File: config.mk
export PLATFORM = sky130hd
export DESIGN_NAME = ordered_timer_queue
export DESIGN_NICKNAME = d
export VERILOG_FILES = /design/src/otq_pkg.sv /design/src/otq_ram.sv /design/src/ordered_timer_queue.sv
export SDC_FILE = /design/constraint.sdc
export NUM_CORES = 2
export LEC_CHECK = 0
export BUFFER_PORTS_ARGS = -buffer_cell sky130_fd_sc_hd__buf_4
export CAP_MARGIN = 20
export CELL_PAD_IN_SITES_DETAIL_PLACEMENT = 0
export CELL_PAD_IN_SITES_GLOBAL_PLACEMENT = 2
export CORE_UTILIZATION = 45
export CTS_BUF_LIST = sky130_fd_sc_hd__clkbuf_8
export DETAILED_ROUTE_END_ITERATION = 16
export PLACE_DENSITY = 0.88
export SYNTH_ARGS = -nofsm -noshare
export SYNTH_HDL_FRONTEND = slang
export SYNTH_SLANG_ARGS = --single-unit
File: constraint.sdc
create_clock -name clock -period 10 [get_ports clock]
set_input_delay 0.5 -clock clock [delete_from_list [all_inputs] [get_ports clock]]
set_output_delay 0.5 -clock clock [all_outputs]
set_load 0.005 [all_outputs]
File: src/otq_pkg.sv
// Shared types, codes and helpers of the ordered timer queue.
`default_nettype none
package otq_pkg;
   localparam int TimeW  = 48;
   localparam int IntvW  = 32;
   localparam int DelayW = 16;
   localparam int HandW  = 4;
   localparam int KindW  = 2;

   localparam logic [DelayW-1:0] MinDelayReset = 16'd100;
   localparam logic [TimeW-1:0]  TimeMax       = {TimeW{1'b1}};

   localparam logic FuncAdd    = 1'b0;
   localparam logic FuncExpire = 1'b1;

   localparam logic [KindW-1:0] KindAddAck  = 2'd0;
   localparam logic [KindW-1:0] KindExpired = 2'd1;
   localparam logic [KindW-1:0] KindSummary = 2'd2;

   typedef enum logic [2:0] {
      ST_IDLE,
      ST_SCAN,
      ST_FIN,
      ST_DLY,
      ST_RLD_RD,
      ST_RLD_WR,
      ST_OUT
   } state_type;

   typedef enum logic [1:0] {
      SCAN_MIN,
      SCAN_DUE,
      SCAN_PICK
   } scan_type;

   typedef struct packed {
      logic [KindW-1:0] kind;
      logic [HandW-1:0] handle;
      logic             status;
      logic             earliest;
      logic             dvalid;
      logic [TimeW-1:0] deadline;
      logic [TimeW-1:0] delay;
      logic             last;
   } result_type;

   function automatic logic [HandW-1:0] handle_of(input logic [7:0] idx);
      return idx[HandW-1:0];
   endfunction
endpackage
`default_nettype wire

File: src/otq_ram.sv
// Generic single-write, single-read RAM with registered read data.
`default_nettype none
module otq_ram #(
   parameter int Width = 8,
   parameter int Depth = 16
) (
   input  wire logic                     clock,
   input  wire logic                     wr_en,
   input  wire logic [$clog2(Depth)-1:0] wr_addr,
   input  wire logic [Width-1:0]         wr_data,
   input  wire logic [$clog2(Depth)-1:0] rd_addr,
   output logic      [Width-1:0]         rd_data
);
   logic [Width-1:0] mem_ff [Depth];

   always_ff @(posedge clock) begin
      if (wr_en) begin
         mem_ff[wr_addr] <= wr_data;
      end
      rd_data <= mem_ff[rd_addr];
   end
endmodule
`default_nettype wire

File: src/ordered_timer_queue.sv
// Top level of the ordered timer queue: control sequencer, slot memories and result register.
// One item at a time. An add makes one pass over the expiry memory (one slot per cycle)
// that finds a free slot, the earliest flag and the next deadline. An expire makes a pass
// that marks the due slots, one pass per emitted timer to pick the earliest due one with a
// read-modify-write of that slot, and a final pass for the next deadline. Each result waits
// in the output register until taken. Slot valid bits are flip-flops cleared by reset;
// expiry and interval contents are undefined until written.
`default_nettype none
module ordered_timer_queue #(
   parameter int CAPACITY = 16
) (
   input  wire logic                      clock,
   input  wire logic                      reset,
   input  wire logic                      req_tvalid,
   output logic                           req_tready,
   // time_us[47:0], interval_us[79:48], now_us[127:80]
   input  wire logic [127:0]              req_tdata,
   // func
   input  wire logic                      req_tuser,
   output logic                           rsp_tvalid,
   input  wire logic                      rsp_tready,
   // timer_handle[3:0], status[4], is_earliest[5], deadline_valid[6],
   // next_deadline_us[54:7], arm_delay_us[102:55], zero[103]
   output logic [103:0]                   rsp_tdata,
   // kind
   output logic [otq_pkg::KindW-1:0]      rsp_tuser,
   output logic                           rsp_tlast,
   input  wire logic                      csr_valid,
   output logic                           csr_ready,
   input  wire logic [otq_pkg::DelayW-1:0] csr_data
);
   import otq_pkg::*;

   localparam int IW = $clog2(CAPACITY);

   state_type state_ff, state_in;
   scan_type  mode_ff, mode_in;
   logic      scan_init;

   logic [IW:0]        cnt_ff, cnt_in;
   logic               func_ff, func_in;
   logic [TimeW-1:0]   t_ff, t_in;
   logic [IntvW-1:0]   intv_ff, intv_in;
   logic [TimeW-1:0]   now_ff, now_in;
   logic [DelayW-1:0]  min_delay_ff, min_delay_in;
   logic [CAPACITY-1:0] valid_ff, valid_in;
   logic [CAPACITY-1:0] due_ff, due_in;
   logic               any_ff, any_in;
   logic [TimeW-1:0]   best_ff, best_in;
   logic               free_any_ff, free_any_in;
   logic [IW-1:0]      free_ff, free_in;
   logic               earliest_ff, earliest_in;
   logic               pick_any_ff, pick_any_in;
   logic [IW-1:0]      pick_ff, pick_in;
   logic [TimeW-1:0]   pick_exp_ff, pick_exp_in;
   result_type         res_ff, res_in;

   logic               exp_we, int_we;
   logic [IW-1:0]      exp_waddr, exp_raddr, int_raddr;
   logic [TimeW-1:0]   exp_wdata, exp_rdata;
   logic [IntvW-1:0]   int_rdata;

   logic               scan_proc, scan_last;
   logic [IW-1:0]      pidx;
   logic [TimeW:0]     reload_sum;
   logic [TimeW-1:0]   ref_now, diff, clamp;

   assign scan_proc = (state_ff == ST_SCAN) && (cnt_ff != '0);
   assign scan_last = (state_ff == ST_SCAN) && (cnt_ff == (IW+1)'(CAPACITY));
   assign pidx      = IW'(cnt_ff - 1'b1);

   otq_ram #(.Width(TimeW), .Depth(CAPACITY)) u_expiry (
      .clock   (clock),
      .wr_en   (exp_we),
      .wr_addr (exp_waddr),
      .wr_data (exp_wdata),
      .rd_addr (exp_raddr),
      .rd_data (exp_rdata)
   );

   otq_ram #(.Width(IntvW), .Depth(CAPACITY)) u_interval (
      .clock   (clock),
      .wr_en   (int_we),
      .wr_addr (free_ff),
      .wr_data (intv_ff),
      .rd_addr (int_raddr),
      .rd_data (int_rdata)
   );

   // next state
   always_comb begin
      state_in  = state_ff;
      mode_in   = mode_ff;
      scan_init = 1'b0;
      unique case (state_ff)
         ST_IDLE: begin
            if (req_tvalid) begin
               state_in  = ST_SCAN;
               mode_in   = (req_tuser == FuncAdd) ? SCAN_MIN : SCAN_DUE;
               scan_init = 1'b1;
            end
         end
         ST_SCAN: begin
            if (scan_last) begin
               unique case (mode_ff)
                  SCAN_MIN: state_in = ST_FIN;
                  SCAN_DUE: begin
                     mode_in   = SCAN_PICK;
                     scan_init = 1'b1;
                  end
                  SCAN_PICK: begin
                     if (pick_any_ff || due_ff[pidx]) begin
                        state_in = ST_RLD_RD;
                     end else begin
                        mode_in   = SCAN_MIN;
                        scan_init = 1'b1;
                     end
                  end
                  default: state_in = ST_IDLE;
               endcase
            end
         end
         ST_FIN:    state_in = ST_DLY;
         ST_DLY:    state_in = ST_OUT;
         ST_RLD_RD: state_in = ST_RLD_WR;
         ST_RLD_WR: state_in = ST_OUT;
         ST_OUT: begin
            if (rsp_tready) begin
               if (res_ff.last) begin
                  state_in = ST_IDLE;
               end else begin
                  state_in  = ST_SCAN;
                  mode_in   = SCAN_PICK;
                  scan_init = 1'b1;
               end
            end
         end
         default: state_in = ST_IDLE;
      endcase
   end

   // outputs and memory control
   always_comb begin
      req_tready = (state_ff == ST_IDLE);
      rsp_tvalid = (state_ff == ST_OUT);
      csr_ready  = 1'b1;
      exp_raddr  = cnt_ff[IW-1:0];
      int_raddr  = pick_ff;
      exp_we     = 1'b0;
      exp_waddr  = free_ff;
      exp_wdata  = t_ff;
      int_we     = 1'b0;
      unique case (state_ff)
         ST_FIN: begin
            exp_we = (func_ff == FuncAdd) && free_any_ff;
            int_we = (func_ff == FuncAdd) && free_any_ff;
         end
         ST_RLD_WR: begin
            exp_we    = (int_rdata != '0);
            exp_waddr = pick_ff;
            exp_wdata = reload_sum[TimeW] ? TimeMax : reload_sum[TimeW-1:0];
         end
         default: begin
         end
      endcase
   end

   assign reload_sum = {1'b0, t_ff} + {{(TimeW+1-IntvW){1'b0}}, int_rdata};
   assign ref_now    = (func_ff == FuncAdd) ? now_ff : t_ff;
   assign diff       = (best_ff > ref_now) ? best_ff - ref_now : '0;
   assign clamp      = (diff < {{(TimeW-DelayW){1'b0}}, min_delay_ff})
                       ? {{(TimeW-DelayW){1'b0}}, min_delay_ff} : diff;

   // datapath
   always_comb begin
      cnt_in       = cnt_ff;
      func_in      = func_ff;
      t_in         = t_ff;
      intv_in      = intv_ff;
      now_in       = now_ff;
      min_delay_in = min_delay_ff;
      valid_in     = valid_ff;
      due_in       = due_ff;
      any_in       = any_ff;
      best_in      = best_ff;
      free_any_in  = free_any_ff;
      free_in      = free_ff;
      earliest_in  = earliest_ff;
      pick_any_in  = pick_any_ff;
      pick_in      = pick_ff;
      pick_exp_in  = pick_exp_ff;
      res_in       = res_ff;

      if (csr_valid) begin
         min_delay_in = csr_data;
      end
      if (state_ff == ST_IDLE && req_tvalid) begin
         func_in = req_tuser;
         t_in    = req_tdata[47:0];
         intv_in = req_tdata[79:48];
         now_in  = req_tdata[127:80];
      end
      if (state_ff == ST_SCAN) begin
         cnt_in = cnt_ff + 1'b1;
      end
      if (scan_proc) begin
         unique case (mode_ff)
            SCAN_MIN: begin
               if (valid_ff[pidx] && (!any_ff || exp_rdata < best_ff)) begin
                  any_in  = 1'b1;
                  best_in = exp_rdata;
               end
               if (!valid_ff[pidx] && !free_any_ff) begin
                  free_any_in = 1'b1;
                  free_in     = pidx;
               end
               if (valid_ff[pidx] && !(t_ff < exp_rdata)) begin
                  earliest_in = 1'b0;
               end
            end
            SCAN_DUE: due_in[pidx] = valid_ff[pidx] && (exp_rdata <= t_ff);
            SCAN_PICK: begin
               if (due_ff[pidx] && (!pick_any_ff || exp_rdata < pick_exp_ff)) begin
                  pick_any_in = 1'b1;
                  pick_in     = pidx;
                  pick_exp_in = exp_rdata;
               end
            end
            default: begin
            end
         endcase
      end
      if (scan_init) begin
         cnt_in      = '0;
         any_in      = 1'b0;
         free_any_in = 1'b0;
         earliest_in = 1'b1;
      end
      if (scan_init && (state_ff != ST_SCAN || mode_ff != SCAN_PICK)) begin
         pick_any_in = 1'b0;
      end

      unique case (state_ff)
         ST_FIN: begin
            if (func_ff == FuncAdd && free_any_ff) begin
               valid_in[free_ff] = 1'b1;
               any_in            = 1'b1;
               best_in           = (!any_ff || t_ff < best_ff) ? t_ff : best_ff;
            end
         end
         ST_DLY: begin
            res_in.kind     = (func_ff == FuncAdd) ? KindAddAck : KindSummary;
            res_in.handle   = (func_ff == FuncAdd && free_any_ff)
                              ? handle_of(8'(free_ff)) : '0;
            res_in.status   = (func_ff == FuncAdd) && !free_any_ff;
            res_in.earliest = (func_ff == FuncAdd) && free_any_ff && earliest_ff;
            res_in.dvalid   = any_ff;
            res_in.deadline = any_ff ? best_ff : '0;
            res_in.delay    = any_ff ? clamp : '0;
            res_in.last     = 1'b1;
         end
         ST_RLD_WR: begin
            due_in[pick_ff] = 1'b0;
            if (int_rdata == '0) begin
               valid_in[pick_ff] = 1'b0;
            end
            res_in.kind     = KindExpired;
            res_in.handle   = handle_of(8'(pick_ff));
            res_in.status   = 1'b0;
            res_in.earliest = 1'b0;
            res_in.dvalid   = 1'b0;
            res_in.deadline = '0;
            res_in.delay    = '0;
            res_in.last     = 1'b0;
         end
         default: begin
         end
      endcase
   end

   always_ff @(posedge clock) begin
      if (reset) begin
         state_ff     <= ST_IDLE;
         mode_ff      <= SCAN_MIN;
         min_delay_ff <= MinDelayReset;
         valid_ff     <= '0;
         due_ff       <= '0;
         cnt_ff       <= '0;
      end else begin
         state_ff     <= state_in;
         mode_ff      <= mode_in;
         min_delay_ff <= min_delay_in;
         valid_ff     <= valid_in;
         due_ff       <= due_in;
         cnt_ff       <= cnt_in;
      end
   end

   always_ff @(posedge clock) begin
      func_ff     <= func_in;
      t_ff        <= t_in;
      intv_ff     <= intv_in;
      now_ff      <= now_in;
      any_ff      <= any_in;
      best_ff     <= best_in;
      free_any_ff <= free_any_in;
      free_ff     <= free_in;
      earliest_ff <= earliest_in;
      pick_any_ff <= pick_any_in;
      pick_ff     <= pick_in;
      pick_exp_ff <= pick_exp_in;
      res_ff      <= res_in;
   end

   assign rsp_tuser = res_ff.kind;
   assign rsp_tlast = res_ff.last;
   assign rsp_tdata = {1'b0, res_ff.delay, res_ff.deadline, res_ff.dvalid,
                       res_ff.earliest, res_ff.status, res_ff.handle};

   a_expired_not_last: assert property (@(posedge clock) disable iff (reset)
      rsp_tvalid && rsp_tuser == KindExpired |-> !rsp_tlast)
      else $error("expired timer word marked last");

   a_summary_last: assert property (@(posedge clock) disable iff (reset)
      rsp_tvalid && (rsp_tuser == KindSummary || rsp_tuser == KindAddAck) |-> rsp_tlast)
      else $error("closing word not marked last");

   a_no_overlap: assert property (@(posedge clock) disable iff (reset)
      req_tready |-> !rsp_tvalid)
      else $error("request taken while a result is pending");
endmodule
`default_nettype wire

# Yosys cells after proc, flatten, opt, wreduce, memory -nomap -nowiden
# Memories as Yosys holds them, arrays and structs flattened. A register that Yosys moved wholly into a read port is not among the register bits.
# Cells that the tools add are included.
[totals]
reg_bits = 401
wordCells = 181
memories = 2
ramBits = 1280
output_inout_bits = 110
[memory_table]
columns = ["name", "words", "width", "read_ports", "rd_clocked_by_memory_dff", "write_ports", "line_no", "source"]
rows = [
  ["u_expiry.mem_ff", 16, 48, 1, 1, 1, "otq_ram.sv:14", "logic [Width-1:0] mem_ff [Depth];"],
  ["u_interval.mem_ff", 16, 32, 1, 1, 1, "otq_ram.sv:14", ""],
]
[op_classes]
add_sub_neg = 4
order_cmp = 13
muxes = 68
bitwise = 5
reduce_logical = 41
eq_ne = 22
[ops]
columns = ["operator", "count"]
rows = [
  ["48-bit 2-to-1 mux", 13],
  ["106-bit case mux with 2 select lines", 1],
  ["48-bit less-than comparator", 4],
  ["16-bit 2-to-1 mux", 5],
  ["48-bit by 32-bit adder with 49-bit output", 1],
  ["48-bit greater-than comparator", 1],
  ["48-bit <= comparator", 1],
  ["48-bit by 16-bit less-than comparator with 1-bit output", 1],
  ["48-bit subtractor", 1],
  ["16-bit bitwise AND", 2],
  ["32-bit zero test", 1],
  ["16-bit case mux with 2 select lines", 1],
  ["32-bit nonzero test", 1],
  ["1-bit 2-to-1 mux", 23],
  ["3-bit case mux with 6 select lines", 1],
  ["16-bit bitwise mux", 1],
  ["16-bit inverter", 1],
  ["16-bit bitwise OR", 1],
  ["1-bit logical AND", 15],
  ["4-bit by 5-bit less-than comparator with 1-bit output (second input constant)", 3],
  ["2-bit != test (second input constant)", 7],
  ["1-bit demux with 4-bit select", 3],
  ["4-bit by 1-bit >= comparator with 1-bit output (second input constant)", 3],
  ["2-bit 2-to-1 mux", 6],
  ["31 further kinds", 56],
]

# Depth between registers and ports, before layout
[logic_depth]
depth_word = 11
depth_mapped = 29
ltp_nobuf = 25

# Cells and area by module
# A second synthesis with hierarchy kept.
[hier_totals]
hier_cells = 4694
area_unflattened_um2 = 75671.3
[modules_own_cells]
columns = ["mod", "cells_per_inst", "area_each_um2", "instances", "seq_area_each_um2"]
rows = [
  ["otq_ram (u_expiry)", 1242, 29694.7, 1, 24023.0],
  ["ordered_timer_queue", 2614, 26141.3, 1, 11421.0],
  ["otq_ram (u_interval)", 838, 19835.3, 1, 16015.4],
]

# Worst setup path before layout
# Ideal clock, no wire load.
[synth_path]
kind = "flip-flop to flip-flop"
startpoint = "register cnt_ff[0]"
endpoint = "register pick_ff[0], in the netlist int_raddr[0], enable pin"
stages_incl_launch_ff = 15
arrival_time_ps = 6186
path_buffers = 5
slack_ps = 3334
synth_period_minus_slack_ps = 6666
cell_sequence = "dfxtp_1 > clkbuf_1 > clkbuf_1 > buf_1 > buf_1 > inv_1 > ha_1 > clkbuf_1 > mux4_2 > mux4_2 > and3_1 > nand2_1 > nor2_1 > nand2_1 > o22ai_1"
[synth_between]
elab_chain_cells = 5
word_cells_on_any_way = 7
classes_between = "add/sub (1); mux (2); reduce/logical (4)"
[synth_rtl]
columns = ["item", "line_no", "source"]
rows = [
  ["start: declaration", "ordered_timer_queue.sv:40", "logic [IW:0] cnt_ff, cnt_in;"],
  ["start signal: assignment", "ordered_timer_queue.sv:295", "cnt_ff <= cnt_in;"],
  ["4-bit by 1-bit subtractor with 4-bit output", "ordered_timer_queue.sv:70", "assign pidx = IW'(cnt_ff - 1'b1);"],
  ["via pidx[0]", "ordered_timer_queue.sv:64", "logic [IW-1:0] pidx;"],
  ["1-bit binary-select mux with 4-bit select", "ordered_timer_queue.sv:223", "if (due_ff[pidx] && (!pick_any_ff || exp_rdata < pick_exp_ff)) begin"],
  ["1-bit 2-to-1 mux (not written as such)", "ordered_timer_queue.sv:223", ""],
  ["1-bit logical AND", "ordered_timer_queue.sv:223", ""],
  ["3-bit AND reduction (no source line)", "n/a", ""],
  ["end signal: assignment", "ordered_timer_queue.sv:310", "pick_ff <= pick_in;"],
  ["end: declaration", "ordered_timer_queue.sv:54", "logic [IW-1:0] pick_ff, pick_in;"],
]
# The timed path passes the listed nets, and every way through them passes these cells. The select of a mux whose other input is x is not followed.
# A chain may end at the register's enable or synchronous reset.

# Worst setup path after layout
[layout_path]
startpoint = "register func_ff"
endpoint = "register res_ff (netlist bit rsp_tdata[61]) (data pin)"
[layout_between]
elab_chain_cells = 7
word_cells_on_any_way = 8
classes_between = "add/sub (1); order compare (2); mux (5)"
[layout_rtl]
columns = ["item", "line_no", "source"]
rows = [
  ["start: declaration", "ordered_timer_queue.sv:41", "logic func_ff, func_in;"],
  ["start signal: assignment", "ordered_timer_queue.sv:300", "func_ff <= func_in;"],
  ["48-bit 2-to-1 mux *", "ordered_timer_queue.sv:169", "assign ref_now = (func_ff == FuncAdd) ? now_ff : t_ff;"],
  ["48-bit subtractor / 48-bit greater-than comparator (equally long branches)", "ordered_timer_queue.sv:170", "assign diff = (best_ff > ref_now) ? best_ff - ref_now : '0;"],
  ["48-bit 2-to-1 mux *", "ordered_timer_queue.sv:170", ""],
  ["48-bit by 16-bit less-than comparator with 1-bit output", "ordered_timer_queue.sv:171", "assign clamp = (diff < {{(TimeW-DelayW){1'b0}}, min_delay_ff})"],
  ["48-bit 2-to-1 mux *", "ordered_timer_queue.sv:172", "? {{(TimeW-DelayW){1'b0}}, min_delay_ff} : diff;"],
  ["48-bit 2-to-1 mux *", "ordered_timer_queue.sv:259", "res_in.delay = any_ff ? clamp : '0;"],
  ["106-bit case mux with 2 select lines *", "ordered_timer_queue.sv:243", "unique case (state_ff)"],
  ["end signal: assignment", "ordered_timer_queue.sv:312", "res_ff <= res_in;"],
  ["end: declaration", "ordered_timer_queue.sv:56", "result_type res_ff, res_in;"],
]
# Mark *: on every way between the ends. The rest lies on a longest branch, timed or not.

==> out/metrics.csv <==
metric,value,unit
CTS tree,built,
HP Start,reset,
synth top area cells,"edfxtp_1 (63%), mux4_2 (12%), ha_1 (4.8%), dfxtp_1 (3.7%), nor3_1 (1.5%)",
Pint,14.27,mW
Num Clock Sinks,1761,
Clk Tree Root Cell,clkbuf_8,
max_cap viols,0,
"Endpoint, Worst Hold",state_ff[0]$_SDFFE_PP0P_,
register area share after synthesis,66.87,%
via count,45850,
nets,5772,
share of layout cells above drive strength 1,22.81,%
worst hold path class,input port to register,
Area growth syn-to-layout,15.81,%
critical path buffer and inverter count,2,
flop and latch count out of synthesis,1761,
Worst R2R Setup Slack,2.83,ns
Cell Rows,151,
RSZ-0062 raised after global routing,no,
"antenna viol nets, final",0,
core region area,169700,um2
Net Sw Power,6.941,mW
Clock power frac,28.5,%
DRT Pass-1 Iters,5,
Bufs on Longest Clock Path,4,
H-Tree Depth,5,
register share of total power,44.3,%
status,"finished, final reports clean",
P per Cell Area,238.0,nW/um2
1st-iter DRT viols,4774,
Post-Syn Instances,4705,
Worst EP required,10.69,ns
hold slack,0.08632,ns
Final setup viols,0,
Critical Path AT,7.87,ns
routability cong.,0.9192,
"Max FO, Critical Path",19,
DPL Wire Length,132900,um
Netlist cell types,99,
total power,21.21,mW
largest area contributor in the netlist,edfxtp_1,
"most used cell, CP",nor2_1,
Sum Neg Setup Slack,0,ns
most used standard cell by instance count after synthesis,edfxtp_1,
WL/cell,27.32,um
P_leak,31.88,nW
total grt overflow,0,
Post-CTS Resized,0,
Switching Fraction,32.73,%
maximum clock frequency,0.1394,GHz
Initial Util,45.36,%
crit end category,register,
Synth Flop Type,edfxtp_1,
filler instances,13430,
worst hold stages,2,
first-pass GRT wire length,307500,um
synth warn,0,
Layout Skew,0.08985,ns
Die Wd,415.5,um
synthesized area,76960,um2
Syn Nets,5151,
area share of the largest cell type after synthesis,63.17,%
Tmin final,7.174,ns
antenna violations before repair,11,
height of the die,415.5,um
total wire length,212200,um
post-CTS setup buffers,0,
vias in the first global route,46050,
fin crit share,71.74,%
drt drc,0,
gr usage total,24.30,%
Post-synth EDFFs,1619,
combinational power share,27.2,%
die area,172700,um2
Tightest Pin Transition,1.129,ns
Worst slew margin,24.74,%
FF-to-FF Start,func_ff$_DFFE_PP_,
crit start category,register,
pin count of the biggest net entering global routing,96,
CP max stage delay,0.66,ns
Synth Area per Inst,16.36,um2
Max IR drop VDD,0.0001527,V
Num CTS Buffers,299,
Crit path max-delay family,compound AO/OA/AOI/OAI gates,
max-slew violation count,0,
via/cell ratio,5.902,
ys async rst share,0,%
hold_buf cts,169,
reg-to-reg endpoint,rsp_tdata[61]$_SDFFCE_PP0P_,
PortBufs,257,
Hold Fails Final Rpt,0,
Slowest cell on crit path,o21ai_2,
Top Ports,260,
Synth top cells by count,"edfxtp_1 (1,619), mux4_2 (410), ha_1 (294), nor2_1 (261), nor3_1 (238)",
final core occ,52.53,%
Setup CP Type,register to register,
clock latency on the worst-skew pair,1.00,ns
Clock Pin Slew Worst Setup and Hold Paths,0.07,ns
reg2reg path depth,26,
[placed cells by master, fill, tap and decap left out, drive strengths merged, types with 140 or more instances in the layout]
cell type	count
dfxtp	142
a21o	140
a21oi	231
dlygate4sd3	169
buf	374
ha	294
clkbuf	325
edfxtp	1619
mux4	410
nor2	261
inv	325
nand2	142
nor3	238
[registers in the layout, indices dropped and copies added (netlist names), 2 cells and up]
register,flops
best_ff,48
u_expiry.mem_ff,768
due_ff,16
now_ff,48
u_interval.rd_data,32
state_ff,3
u_interval.mem_ff,512
rsp_tuser,2
valid_ff,16
cnt_ff,5
u_expiry.rd_data,48
pick_exp_ff,48
int_raddr,4
t_ff,48
rsp_tdata,103
min_delay_ff,16
mode_ff,2
free_ff,4
intv_ff,32
[layout make-up]
type	count	area [um2]	area share [%]
inverter	208	785.8	0.8816
clock inverter	196	1041	1.168
tap	2218	2775	3.114
timing repair buffer	543	4519	5.071
sequential	1761	51470	57.75
multi-input combinational	2513	24050	26.98
antenna	4	10.01	0.01123
clock buffer	325	4473	5.019
[metal layers]
layer  wire length (um)  global-route usage, %  up-vias  part of all wire (%)
li1                   -                      -    20090                     -
met5                 19                      0        -                0.0090
met2             104500                  40.34     2038                    49
met3              15040                  4.000      382                   7.1
met1              84470                  31.89    23330                    40
met4               8141                  9.844        4                   3.8
[per-stage QoR]
step                      area (um2)  instances  setup slack [ns]
after floorplan                76960       4705             3.334
after global placement         81820       7063             2.950
after detailed placement       81860       7067             2.892
after CTS                      89060       7757             2.861
after global routing           89120       7768             2.358
final                          89120       7768             2.826
[logic make-up after synthesis]
family | Yosys count | synth area share [%]
simple gates | 933 | 5.944
buf+inv | 431 | 2.162
xor+xnor | 67 | 0.7625
compound gates | 733 | 6.482
flops | 1761 | 66.87
fa+ha+maj | 296 | 4.832
other cells | 2 | 0.009759
mux | 482 | 12.94
[power groups by stage]
stage | registers (mW) | logic [mW] | clock network [mW]
floorplan | 9.26 | 3.94 | 0
global route | 9.44 | 6.30 | 6.47
global placement | 9.51 | 5.63 | 0
detailed placement | 9.54 | 5.65 | 0
CTS | 9.39 | 5.73 | 6.16
finish | 9.40 | 5.77 | 6.05
[worst max-delay path by stage]
| stage | startpoint | end | cells past startpoint | slack (ns) |
|---|---|---|---|---|
| 3_3_place_gp | func_ff$_DFFE_PP_ | rsp_tdata[70]$_SDFFCE_PP0P_ | 26 | 2.95 |
| 3_5_place_dp | func_ff$_DFFE_PP_ | rsp_tdata[70]$_SDFFCE_PP0P_ | 26 | 2.89 |
| 4_1_cts | func_ff$_DFFE_PP_ | rsp_tdata[70]$_SDFFCE_PP0P_ | 26 | 2.86 |
| 6_report | func_ff$_DFFE_PP_ | rsp_tdata[61]$_SDFFCE_PP0P_ | 26 | 2.83 |
| 5_1_grt | func_ff$_DFFE_PP_ | rsp_tdata[70]$_SDFFCE_PP0P_ | 26 | 2.36 |
| 2_1_floorplan | cnt_ff[0]$_SDFFE_PP0P_ | int_raddr[0]$_DFFE_PP_ | 14 | 3.33 |
Power figures use the tool's default switching activity.
